$ cat src/hdl/sha_pkg.sv
// ----------------------------------------------------------------------------
// sha256 package
// round constants, initial hash values and the front-to-back queue entry type
// ----------------------------------------------------------------------------
package sha_pkg;

    localparam int QueueDepth = 4;
    localparam logic CmdAbsorb = 1'b0;
    localparam logic CmdFinish = 1'b1;
    localparam int PadLimit = 56;

    typedef struct packed {
        logic       cmd;
        logic [7:0] data;
    } t_item;

    function automatic logic [31:0] round_k(input logic [5:0] r);
        logic [31:0] k;
        case (r)
            6'd0: k = 32'h428a2f98; 6'd1: k = 32'h71374491; 6'd2: k = 32'hb5c0fbcf;
            6'd3: k = 32'he9b5dba5; 6'd4: k = 32'h3956c25b; 6'd5: k = 32'h59f111f1;
            6'd6: k = 32'h923f82a4; 6'd7: k = 32'hab1c5ed5; 6'd8: k = 32'hd807aa98;
            6'd9: k = 32'h12835b01; 6'd10: k = 32'h243185be; 6'd11: k = 32'h550c7dc3;
            6'd12: k = 32'h72be5d74; 6'd13: k = 32'h80deb1fe; 6'd14: k = 32'h9bdc06a7;
            6'd15: k = 32'hc19bf174; 6'd16: k = 32'he49b69c1; 6'd17: k = 32'hefbe4786;
            6'd18: k = 32'h0fc19dc6; 6'd19: k = 32'h240ca1cc; 6'd20: k = 32'h2de92c6f;
            6'd21: k = 32'h4a7484aa; 6'd22: k = 32'h5cb0a9dc; 6'd23: k = 32'h76f988da;
            6'd24: k = 32'h983e5152; 6'd25: k = 32'ha831c66d; 6'd26: k = 32'hb00327c8;
            6'd27: k = 32'hbf597fc7; 6'd28: k = 32'hc6e00bf3; 6'd29: k = 32'hd5a79147;
            6'd30: k = 32'h06ca6351; 6'd31: k = 32'h14292967; 6'd32: k = 32'h27b70a85;
            6'd33: k = 32'h2e1b2138; 6'd34: k = 32'h4d2c6dfc; 6'd35: k = 32'h53380d13;
            6'd36: k = 32'h650a7354; 6'd37: k = 32'h766a0abb; 6'd38: k = 32'h81c2c92e;
            6'd39: k = 32'h92722c85; 6'd40: k = 32'ha2bfe8a1; 6'd41: k = 32'ha81a664b;
            6'd42: k = 32'hc24b8b70; 6'd43: k = 32'hc76c51a3; 6'd44: k = 32'hd192e819;
            6'd45: k = 32'hd6990624; 6'd46: k = 32'hf40e3585; 6'd47: k = 32'h106aa070;
            6'd48: k = 32'h19a4c116; 6'd49: k = 32'h1e376c08; 6'd50: k = 32'h2748774c;
            6'd51: k = 32'h34b0bcb5; 6'd52: k = 32'h391c0cb3; 6'd53: k = 32'h4ed8aa4a;
            6'd54: k = 32'h5b9cca4f; 6'd55: k = 32'h682e6ff3; 6'd56: k = 32'h748f82ee;
            6'd57: k = 32'h78a5636f; 6'd58: k = 32'h84c87814; 6'd59: k = 32'h8cc70208;
            6'd60: k = 32'h90befffa; 6'd61: k = 32'ha4506ceb; 6'd62: k = 32'hbef9a3f7;
            default: k = 32'hc67178f2;
        endcase
        return k;
    endfunction

    function automatic logic [31:0] init_h(input logic [2:0] i);
        logic [31:0] h;
        case (i)
            3'd0: h = 32'h6a09e667; 3'd1: h = 32'hbb67ae85;
            3'd2: h = 32'h3c6ef372; 3'd3: h = 32'ha54ff53a;
            3'd4: h = 32'h510e527f; 3'd5: h = 32'h9b05688c;
            3'd6: h = 32'h1f83d9ab; default: h = 32'h5be0cd19;
        endcase
        return h;
    endfunction

endpackage

$ cat src/hdl/sha_queue.sv
// ----------------------------------------------------------------------------
// sha256 item queue
// small register queue between the accepting front and the hashing back
// ----------------------------------------------------------------------------
module sha_queue #(
    parameter int DEPTH = sha_pkg::QueueDepth
) (
    input  logic           i_clk,
    input  logic           i_rst_n,
    input  logic           i_push,
    input  sha_pkg::t_item i_item,
    output logic           o_full,
    input  logic           i_pop,
    output sha_pkg::t_item o_item,
    output logic           o_empty
);
    localparam int AW = (DEPTH > 1) ? $clog2(DEPTH) : 1;

    sha_pkg::t_item r_mem [DEPTH];
    logic [AW-1:0] r_wr, r_rd;
    logic [AW:0]   r_cnt;

    function automatic logic [AW-1:0] inc(input logic [AW-1:0] p);
        return (p == AW'(DEPTH - 1)) ? '0 : p + 1'b1;
    endfunction

    assign o_full  = (r_cnt == (AW+1)'(DEPTH));
    assign o_empty = (r_cnt == '0);
    assign o_item  = r_mem[r_rd];

    always_ff @(posedge i_clk) begin
        if (i_push && !o_full) begin
            r_mem[r_wr] <= i_item;
        end
    end

    always_ff @(posedge i_clk) begin
        if (!i_rst_n) begin
            r_wr <= '0;
            r_rd <= '0;
            r_cnt <= '0;
        end else begin
            if (i_push && !o_full) r_wr <= inc(r_wr);
            if (i_pop && !o_empty) r_rd <= inc(r_rd);
            r_cnt <= r_cnt + (AW+1)'(i_push && !o_full) - (AW+1)'(i_pop && !o_empty);
        end
    end
endmodule

$ cat src/hdl/sha_core.sv
// ----------------------------------------------------------------------------
// sha256 back end
// block buffer, padding, one round per cycle compression and digest output
// ----------------------------------------------------------------------------
module sha_core (
    input  logic           i_clk,
    input  logic           i_rst_n,
    input  logic           i_empty,
    input  sha_pkg::t_item i_item,
    output logic           o_pop,
    output logic [31:0]    o_digest_word,
    output logic [2:0]     o_word_index,
    output logic           o_last_word,
    output logic           o_empty,
    input  logic           i_pop
);
    typedef enum logic [5:0] {
        S_TAKE  = 6'b000001,
        S_PAD   = 6'b000010,
        S_LOAD  = 6'b000100,
        S_ROUND = 6'b001000,
        S_ADD   = 6'b010000,
        S_OUT   = 6'b100000
    } t_state;

    t_state r_state;
    // block buffer as 16 big-endian words, one byte lane written per cycle
    logic [31:0] r_buf [16];
    logic [6:0]  r_fill;
    logic [63:0] r_bits, r_total;
    logic        r_final, r_second;
    logic [5:0]  r_pos, r_rnd;
    logic [31:0] r_h [8];
    logic [31:0] r_v [8];
    logic [31:0] r_w [16];
    logic [2:0]  r_oi;

    logic [5:0]  wr_addr;
    logic [7:0]  wr_data;
    logic        wr_en;
    logic [31:0] w_new, w_cur, t1, t2, s0, s1, b0, b1, ch, mj;

    function automatic logic [31:0] ror(input logic [31:0] x, input int n);
        return (x >> n) | (x << (32 - n));
    endfunction

    // schedule word: first 16 rounds from the shift window, then expanded
    assign s0 = ror(r_w[1], 7) ^ ror(r_w[1], 18) ^ (r_w[1] >> 3);
    assign s1 = ror(r_w[14], 17) ^ ror(r_w[14], 19) ^ (r_w[14] >> 10);
    assign w_new = r_w[0] + s0 + r_w[9] + s1;
    assign w_cur = r_w[0];
    assign b1 = ror(r_v[4], 6) ^ ror(r_v[4], 11) ^ ror(r_v[4], 25);
    assign ch = (r_v[4] & r_v[5]) ^ (~r_v[4] & r_v[6]);
    assign b0 = ror(r_v[0], 2) ^ ror(r_v[0], 13) ^ ror(r_v[0], 22);
    assign mj = (r_v[0] & r_v[1]) ^ (r_v[0] & r_v[2]) ^ (r_v[1] & r_v[2]);
    assign t1 = r_v[7] + b1 + ch + sha_pkg::round_k(r_rnd) + w_cur;
    assign t2 = b0 + mj;

    assign o_pop = (r_state == S_TAKE) && !i_empty;
    assign o_empty = (r_state != S_OUT);
    assign o_digest_word = r_h[r_oi];
    assign o_word_index = r_oi;
    assign o_last_word = (r_oi == 3'd7);

    // byte written to the buffer this cycle
    always_comb begin
        wr_en = 1'b0;
        wr_addr = r_pos;
        wr_data = 8'h00;
        if (o_pop && i_item.cmd == sha_pkg::CmdAbsorb) begin
            wr_en = 1'b1;
            wr_addr = r_fill[5:0];
            wr_data = i_item.data;
        end else if (o_pop) begin
            wr_en = 1'b1;
            wr_addr = r_fill[5:0];
            wr_data = 8'h80;
        end else if (r_state == S_PAD) begin
            wr_en = 1'b1;
            if (r_pos >= 6'(sha_pkg::PadLimit) && !r_second) begin
                wr_data = r_total[8'd63 - {2'b0, r_pos[2:0], 3'b0} -: 8];
            end
        end
    end

    always_ff @(posedge i_clk) begin
        if (wr_en) r_buf[wr_addr[5:2]][5'd31 - {wr_addr[1:0], 3'b0} -: 8] <= wr_data;
    end

    always_ff @(posedge i_clk) begin
        if (!i_rst_n) begin
            r_state <= S_TAKE;
            r_fill <= '0;
            r_bits <= '0;
            r_final <= 1'b0;
            r_second <= 1'b0;
            r_pos <= '0;
            r_rnd <= '0;
            r_oi <= '0;
            for (int i = 0; i < 8; i++) r_h[i] <= sha_pkg::init_h(3'(i));
        end else begin
            case (r_state)
                S_TAKE: begin
                    if (o_pop) begin
                        if (i_item.cmd == sha_pkg::CmdAbsorb) begin
                            if (r_fill == 7'd63) begin
                                r_final <= 1'b0;
                                r_pos <= '0;
                                r_state <= S_LOAD;
                            end
                            r_fill <= r_fill + 7'd1;
                        end else begin
                            r_final <= 1'b1;
                            r_total <= r_bits + {55'b0, r_fill[5:0], 3'b0};
                            // no room for the length: pad out and compress twice
                            r_second <= (r_fill[5:0] >= 6'(sha_pkg::PadLimit));
                            if (r_fill[5:0] == 6'd63) begin
                                r_pos <= '0;
                                r_state <= S_LOAD;
                            end else begin
                                r_pos <= r_fill[5:0] + 6'd1;
                                r_state <= S_PAD;
                            end
                        end
                    end
                end
                S_PAD: begin
                    r_pos <= r_pos + 6'd1;
                    if (r_pos == 6'd63) r_state <= S_LOAD;
                end
                S_LOAD: begin
                    // load window one word per cycle
                    for (int i = 0; i < 15; i++) r_w[i] <= r_w[i+1];
                    r_w[15] <= r_buf[r_pos[3:0]];
                    r_pos <= r_pos + 6'd1;
                    if (r_pos == 6'd15) begin
                        r_rnd <= '0;
                        for (int i = 0; i < 8; i++) r_v[i] <= r_h[i];
                        r_state <= S_ROUND;
                    end
                end
                S_ROUND: begin
                    for (int i = 0; i < 15; i++) r_w[i] <= r_w[i+1];
                    r_w[15] <= w_new;
                    r_v[7] <= r_v[6]; r_v[6] <= r_v[5]; r_v[5] <= r_v[4];
                    r_v[4] <= r_v[3] + t1;
                    r_v[3] <= r_v[2]; r_v[2] <= r_v[1]; r_v[1] <= r_v[0];
                    r_v[0] <= t1 + t2;
                    r_rnd <= r_rnd + 6'd1;
                    if (r_rnd == 6'd63) r_state <= S_ADD;
                end
                S_ADD: begin
                    for (int i = 0; i < 8; i++) r_h[i] <= r_h[i] + r_v[i];
                    r_fill <= '0;
                    if (!r_final) begin
                        r_bits <= r_bits + 64'd512;
                        r_state <= S_TAKE;
                    end else if (r_second) begin
                        r_second <= 1'b0;
                        r_pos <= '0;
                        r_state <= S_PAD;
                    end else begin
                        r_oi <= '0;
                        r_state <= S_OUT;
                    end
                end
                S_OUT: begin
                    if (i_pop) begin
                        r_oi <= r_oi + 3'd1;
                        if (r_oi == 3'd7) begin
                            for (int i = 0; i < 8; i++) r_h[i] <= sha_pkg::init_h(3'(i));
                            r_bits <= '0;
                            r_final <= 1'b0;
                            r_state <= S_TAKE;
                        end
                    end
                end
                default: r_state <= S_TAKE;
            endcase
        end
    end
endmodule

$ cat src/hdl/sha256_byte_stream_hasher.sv
// ----------------------------------------------------------------------------
// sha256 byte stream hasher
// hashes a message arriving one byte per item, emits eight digest words
// ----------------------------------------------------------------------------
// channel  | direction | handshake           | fields
// input    | in        | i_push / o_full     | i_command, i_data_byte
// digest   | out       | o_empty / i_pop     | o_digest_word, o_word_index, o_last_word
//
// an absorb item writes one byte into the block buffer; every 64th byte adds
// a window load, 64 rounds (one per cycle) and an add step
// a finish item pads the buffer byte by byte, runs one or two
// compressions, then holds eight words until popped
// reset returns the chaining words to the initial vector; the item queue
// keeps accepting while the back end compresses, until it fills
module sha256_byte_stream_hasher #(
    parameter int QUEUE_DEPTH = sha_pkg::QueueDepth
) (
    input  logic        i_clk,
    input  logic        i_rst_n,
    input  logic        i_push,
    output logic        o_full,
    input  logic        i_command,
    input  logic [7:0]  i_data_byte,
    input  logic        i_pop,
    output logic        o_empty,
    output logic [31:0] o_digest_word,
    output logic [2:0]  o_word_index,
    output logic        o_last_word
);
    sha_pkg::t_item in_item, q_item;
    logic q_empty, q_pop;

    assign in_item.cmd = i_command;
    assign in_item.data = i_data_byte;

    // front: item queue
    sha_queue #(.DEPTH(QUEUE_DEPTH)) u_queue (
        .i_clk(i_clk), .i_rst_n(i_rst_n),
        .i_push(i_push), .i_item(in_item), .o_full(o_full),
        .i_pop(q_pop), .o_item(q_item), .o_empty(q_empty)
    );

    // back: buffer, padding and compression
    sha_core u_core (
        .i_clk(i_clk), .i_rst_n(i_rst_n),
        .i_empty(q_empty), .i_item(q_item), .o_pop(q_pop),
        .o_digest_word(o_digest_word), .o_word_index(o_word_index),
        .o_last_word(o_last_word), .o_empty(o_empty), .i_pop(i_pop)
    );
endmodule

$ cat config.mk
export PLATFORM = sky130hd
export DESIGN_NAME = sha256_byte_stream_hasher
export DESIGN_NICKNAME = d
export VERILOG_FILES = /design/src/hdl/sha_pkg.sv /design/src/hdl/sha_queue.sv /design/src/hdl/sha_core.sv /design/src/hdl/sha256_byte_stream_hasher.sv
export SDC_FILE = /design/constraint.sdc
export NUM_CORES = 2
export LEC_CHECK = 0
export ABC_AREA = 1
export BUFFER_PORTS_ARGS = -buffer_cell sky130_fd_sc_hd__buf_2
export CAP_MARGIN = 10
export CORE_MARGIN = 2
export CORE_UTILIZATION = 55
export CTS_BUF_LIST = sky130_fd_sc_hd__clkbuf_16
export CTS_CLUSTER_SIZE = 20
export DETAILED_ROUTE_END_ITERATION = 8
export PLACE_DENSITY = 0.74
export SLEW_MARGIN = 25
export SYNTH_ARGS = -nofsm -noshare
export SYNTH_HDL_FRONTEND = slang
export SYNTH_HIERARCHICAL = 1
export SYNTH_SLANG_ARGS = --single-unit
$ cat constraint.sdc
create_clock -name i_clk -period 21.6 [get_ports i_clk]
set_clock_uncertainty 0.15 [all_clocks]
set_input_delay 3.24 -clock i_clk [delete_from_list [all_inputs] [get_ports i_clk]]
set_output_delay 3.24 -clock i_clk [all_outputs]
set_load 0.01 [all_outputs]
Yosys cells after proc, flatten, opt, wreduce, memory -nomap -nowiden:

Memory sizes are Yosys's and may differ from the RTL's. A register that Yosys moved wholly into a read port is not among the register bits.
Index checks and enable logic that the tools add are counted.

* reductions and logical operators: 24
* muxes and demuxes: 164
* shifts and indexed selects: 3
* $lt $le $gt $ge: 2
* bitwise gates (word level): 68
* add/subtract/negate cells: 32
* equal/unequal tests: 29

Operators with widths (number)
* two-way mux 32 bit: 81
* adder 32 bit: 18
* XOR 32 bit: 9
* two-way mux 64 bit: 3
* bitwise AND 32 bit: 5
* one-hot mux 64 bit (2 select lines): 1
* two-way mux 6 bit: 21
* indexed part select 71 x 9 -> 8 bit: 1
* adder 64 x 10 -> 64 bit, second input constant: 1
* adder 64 x 9 -> 64 bit: 1
* bitwise OR 1 bit: 40
* variable shift 8 x 7 -> 39 bit, first input constant: 1
* indexed part select 8 x 7 -> 39 bit: 1
* one-hot mux 6 bit (6 select lines): 1
* two-way mux 1 bit: 33
* two-way mux 8 bit: 4
* inverter 32 bit: 1
* bitwise OR 10 x 32 -> 32 bit: 1
* bitwise OR 13 x 32 -> 32 bit: 1
* bitwise OR 14 x 32 -> 32 bit: 1
* bitwise OR 15 x 32 -> 32 bit: 1
* bitwise OR 19 x 32 -> 32 bit: 1
* bitwise OR 21 x 32 -> 32 bit: 1
* bitwise OR 25 x 32 -> 32 bit: 1
* other kinds (49): 93

* word-level logic and storage cells: 340
* memories kept: 6
* ROM bits: 2048
* bits in writable memories: 1572
* output and inout bits: 38
* register bits: 165
* bits of input ports: 13

Memory list
* (no name shown): words 64, width 32, rd ports 1, clocked after memory_dff 1, wr ports 0, RTL line sha_pkg.sv:19 `case (r)`
* u_core.r_buf: words 16, width 32, rd ports 1, clocked after memory_dff 1, wr ports 1, RTL line sha_core.sv:28 `logic [31:0] r_buf [16];`
* u_core.r_w: words 16, width 32, rd ports 16, clocked after memory_dff 0, wr ports 16, RTL line sha_core.sv:35 `logic [31:0] r_w [16];`
* u_core.r_h: words 8, width 32, rd ports 9, clocked after memory_dff 1, wr ports 8, RTL line sha_core.sv:33 `logic [31:0] r_h [8];`
* u_core.r_v: words 8, width 32, rd ports 8, clocked after memory_dff 0, wr ports 8, RTL line sha_core.sv:34 `logic [31:0] r_v [8];`
* u_queue.r_mem: words 4, width 9, rd ports 1, clocked after memory_dff 1, wr ports 1, RTL line sha_queue.sv:19 `sha_pkg::t_item r_mem [DEPTH];`

Logic depth before layout (Yosys ltp):

An unclocked memory read counts as a cell.

* depth in word-level cells: 10
* gate-level depth with buffers: 38
* mapped depth without buffers: 38

By module:

Netlist, hierarchy kept.

Modules (own cells, without submodules)
* sha_core: seq. area each 49157.1 um2, cells each 10866, times used 1, area an instance 98600.8 um2
* sha_queue: seq. area each 1261.2 um2, cells each 152, times used 1, area an instance 1843.0 um2

Least setup slack after synthesis:

OpenSTA, ideal clock, no wires.

* path kind: input to register
* from: in i_rst_n
* to: mem u_core.r_w[0][0], enable pin
* cell stages on the path: 6
* data required time: 17.817 ns
* setup slack: 5.419 ns
* library setup time: 3.633 ns
* path buffers: 2
* data arrival time: 12.398 ns
* cells stage by stage: inv_1 > nor2_4 > inv_1 > clkbuf_1 > clkbuf_1 > nand2_1

RTL lines
* start, declared: RTL line sha256_byte_stream_hasher.sv:19 `input logic i_rst_n,`
* end, declared: RTL line sha_core.sv:35

==> out/metrics.csv <==
metric,value,unit
max-vdd-ir-drop,0.102,mV
i_o_pin_total,51,
yosys_most_used_dff,sky130_fd_sc_hd__edfxtp_1,
finalMaxSlewViolations,0,
fp-row-count,156,
outcome,"finished, final reports clean",
cp_max_fo,54,
cp_data_required_time,18.21,ns
cts_num_sinks,1766,
ctsLongestPathBuffers,3,
yosys.cell_types.count,64,
post_dp_cell_area,102000,um2
cts_repair_resize_count,0,
design_area,109000,um2
grt_use_total,0.381,
gp_congestion,1.07,
finalWorstPathRequiredPeriod,8.15,ns
layout-drive-gt1-share,0.0521,
wl_per_cell,27.0,um
buffer_ports.inserted,50,
cts_buffers,185,
p_leak,42.0,nW
syn_nets,11629,
layout.cells.most_common,sky130_fd_sc_hd__nand2_1,
grt-ovfl-total,0,
synth.area.mux_share,0.000561,
post_synth_and_or_nand_nor_area_fraction,0.177,
synth_compound_area_frac,0.136,
synthAdderAreaFrac,0.0916,
power.density_cell_area,83.8,nW/um2
vias,83783,
yosys_register_bits,1766,
syn-instance-count,11018,
cts_tree,yes,
drt-vias-per-instance,6.25,
ys_seq_area_frac,0.502,
drcViolationCount,0,
number_of_max_cap_violations,0,
fmaxAchievable,123,MHz
initial_utilization,0.555,
cts_hold_buffers,0,
max_slew.worst_pin.slew,1.28,ns
final-hold-violation-count,0,
yosysWarnings,6,
path_class,flop to primary output,
worstSetupStartpointType,flop,
global_route_wire_length_before_repair,520,mm
antenna_found_initial,8,
number_of_synthesized_flops_with_an_enable_pin,1505,
rsz0062_at_grt,false,
internal-power,6.25,mW
swShare,0.315,
dr.first_iter.drc_count,12266,
setup-violations-final,0,
fp.dieArea,186000,um2
layout_common_cells,"2130 x sky130_fd_sc_hd__nand2_1, 1505 x sky130_fd_sc_hd__edfxtp_1, 1117 x sky130_fd_sc_hd__nor2_1",
synthXorXnorAreaFrac,0.0331,
root_buffer_master,sky130_fd_sc_hd__clkbuf_16,
via_count_of_the_first_global_routing_pass,77755,
worst_setup_path_end_kind,primary output,
filler_cell_count,15295,
cts-htree-levels,4,
pin_count_of_the_biggest_net_entering_global_routing,210,
core-area,181000,um2
async_flop_share,0,
dp_hpwl,271,mm
timing.hold.worst.class,flop to flop,
power.combinational.fraction,0.198,
pwr-share-clk,0.362,
areaGrowthSynthToFinish,8.34,%
die_w,431,um
sequentialPowerShare,0.440,
cts.clk_slew.worst_paths,0.06,ns
latest_clock_arrival_within_the_worst_skew_pair,0.87,ns
combined_area_of_all_synthesized_cells,100000,um2
p_sw,2.87,mW
power.total,9.12,mW
routed_wirelength,361,mm
die_height,431,um
synth.avg_cell_area,9.12,um2
worst-endpoint-arrival,4.76,ns
setup_tns,0,ns
antenna_left,0,
max-slew-margin-rel,0.141,
drt_first_pass_iters,8,
post_cts.repair.setup_buffers,0,
num-nets-final,11479,
finalCritPeriodShare,0.378,
main_combinational_cell_family_by_area_after_synthesis,simple AND/OR/NAND/NOR gates,
==> stage by stage <==
step	worst slack, ns	cells	hold WS [ns]	utilization
2_1_floorplan	5.42	11018	0.250	-
3_3_place_gp	13.06	13048	0.250	0.565
3_5_place_dp	12.93	13049	0.255	0.565
4_1_cts	13.54	13395	0.250	0.600
5_1_grt	13.22	13397	0.248	0.601
6_report	13.45	13399	0.246	0.601
==> cell families after synthesis <==
family,Yosys count
adders and majority gates,623
buffers and inverters,1556
xor gates and xnor gates,380
AOI/OAI and AO/OA,2428
muxes,5
DFF,1766
and+or+nand+nor,4260
==> worst max-delay path, stage by stage, from the launching register on <==
cell and delay [ns]:
sky130_fd_sc_hd__dfxtp_4 0.48, sky130_fd_sc_hd__inv_4 0.46, sky130_fd_sc_hd__buf_4 0.62, sky130_fd_sc_hd__buf_4 0.59
sky130_fd_sc_hd__nor2_1 0.08, sky130_fd_sc_hd__o21ai_0 0.20, sky130_fd_sc_hd__a21oi_1 0.23, sky130_fd_sc_hd__a31oi_1 0.85
sky130_fd_sc_hd__buf_2 0.30
==> path summary, 6_finish.rpt <==
path	startpoint	endpoint	slack [ns]	cells past startpoint
worst max-delay path	flop	o_digest_word[26]	13.45	8
worst min-delay path	u_core/r_w[0][129]	u_core/r_w[0][97]	0.25	0
worst max register to register	u_core/r_v[1][8]	u_core/r_v[0][25]	13.57	26
worst min register to register	u_core/r_w[0][129]	u_core/r_w[0][97]	0.25	0
==> state kept, by name, indices dropped and copies added (netlist names), 7 cells and up, named ones only <==
name and count:
u_core/r_bits 55, u_core/r_buf 512, u_core/r_fill 7, u_core/r_h 256
u_core/r_total 61, u_core/r_v 256, u_core/r_w 512, u_queue/r_mem 36
==> Yosys cell counts, drive strengths merged, types with 56 or more instances <==
cell    instances  area share
buf           106      0.0061
nor2         1162       0.044
o21ai        1097       0.055
ha            402       0.050
edfxtp       1505        0.45
nor3           87      0.0045
clkbuf        354       0.013
o211ai         79      0.0059
nand3         618       0.031
nand4         133      0.0083
a21o           61      0.0046
dfxtp         261       0.052
xnor2         176       0.015
fa            196       0.039
o21a           56      0.0042
nand2        2151       0.081
a31oi          89      0.0055
o221ai        109      0.0095
xor2          204       0.018
o22ai          58      0.0036
a21oi         747       0.037
inv          1090       0.041
==> layer usage <==
metal	vias up	global-route usage	routed length, um
met4	6	0.198	22600
met2	5063	0.570	156000
met3	902	0.0812	40600
met5	-	0	37
li1	37601	-	-
met1	40211	0.522	142000
==> power groups by stage <==
stage / clock network [mW] / registers, mW / logic, mW
6_report: 3.30 / 4.01 / 1.81
5_1_grt: 3.46 / 4.02 / 1.95
4_1_cts: 3.34 / 4.01 / 1.74
3_5_place_dp: 0 / 4.08 / 1.73
3_3_place_gp: 0 / 4.07 / 1.70
2_1_floorplan: 0 / 4.06 / 1.17
==> layout make-up <==
class | instances | area (um2) | area share
diodes | 2 | 5.00 | 0.0000460
clock buffers | 185 | 4630 | 0.0425
clock inverters | 161 | 1690 | 0.0155
inverters | 1096 | 4140 | 0.0380
multi-input cells | 7696 | 44100 | 0.405
flip-flops and latches | 1766 | 50400 | 0.463
well taps | 2370 | 2970 | 0.0272
repair buffers | 123 | 888 | 0.00816
Power figures use the tool's default switching activity.
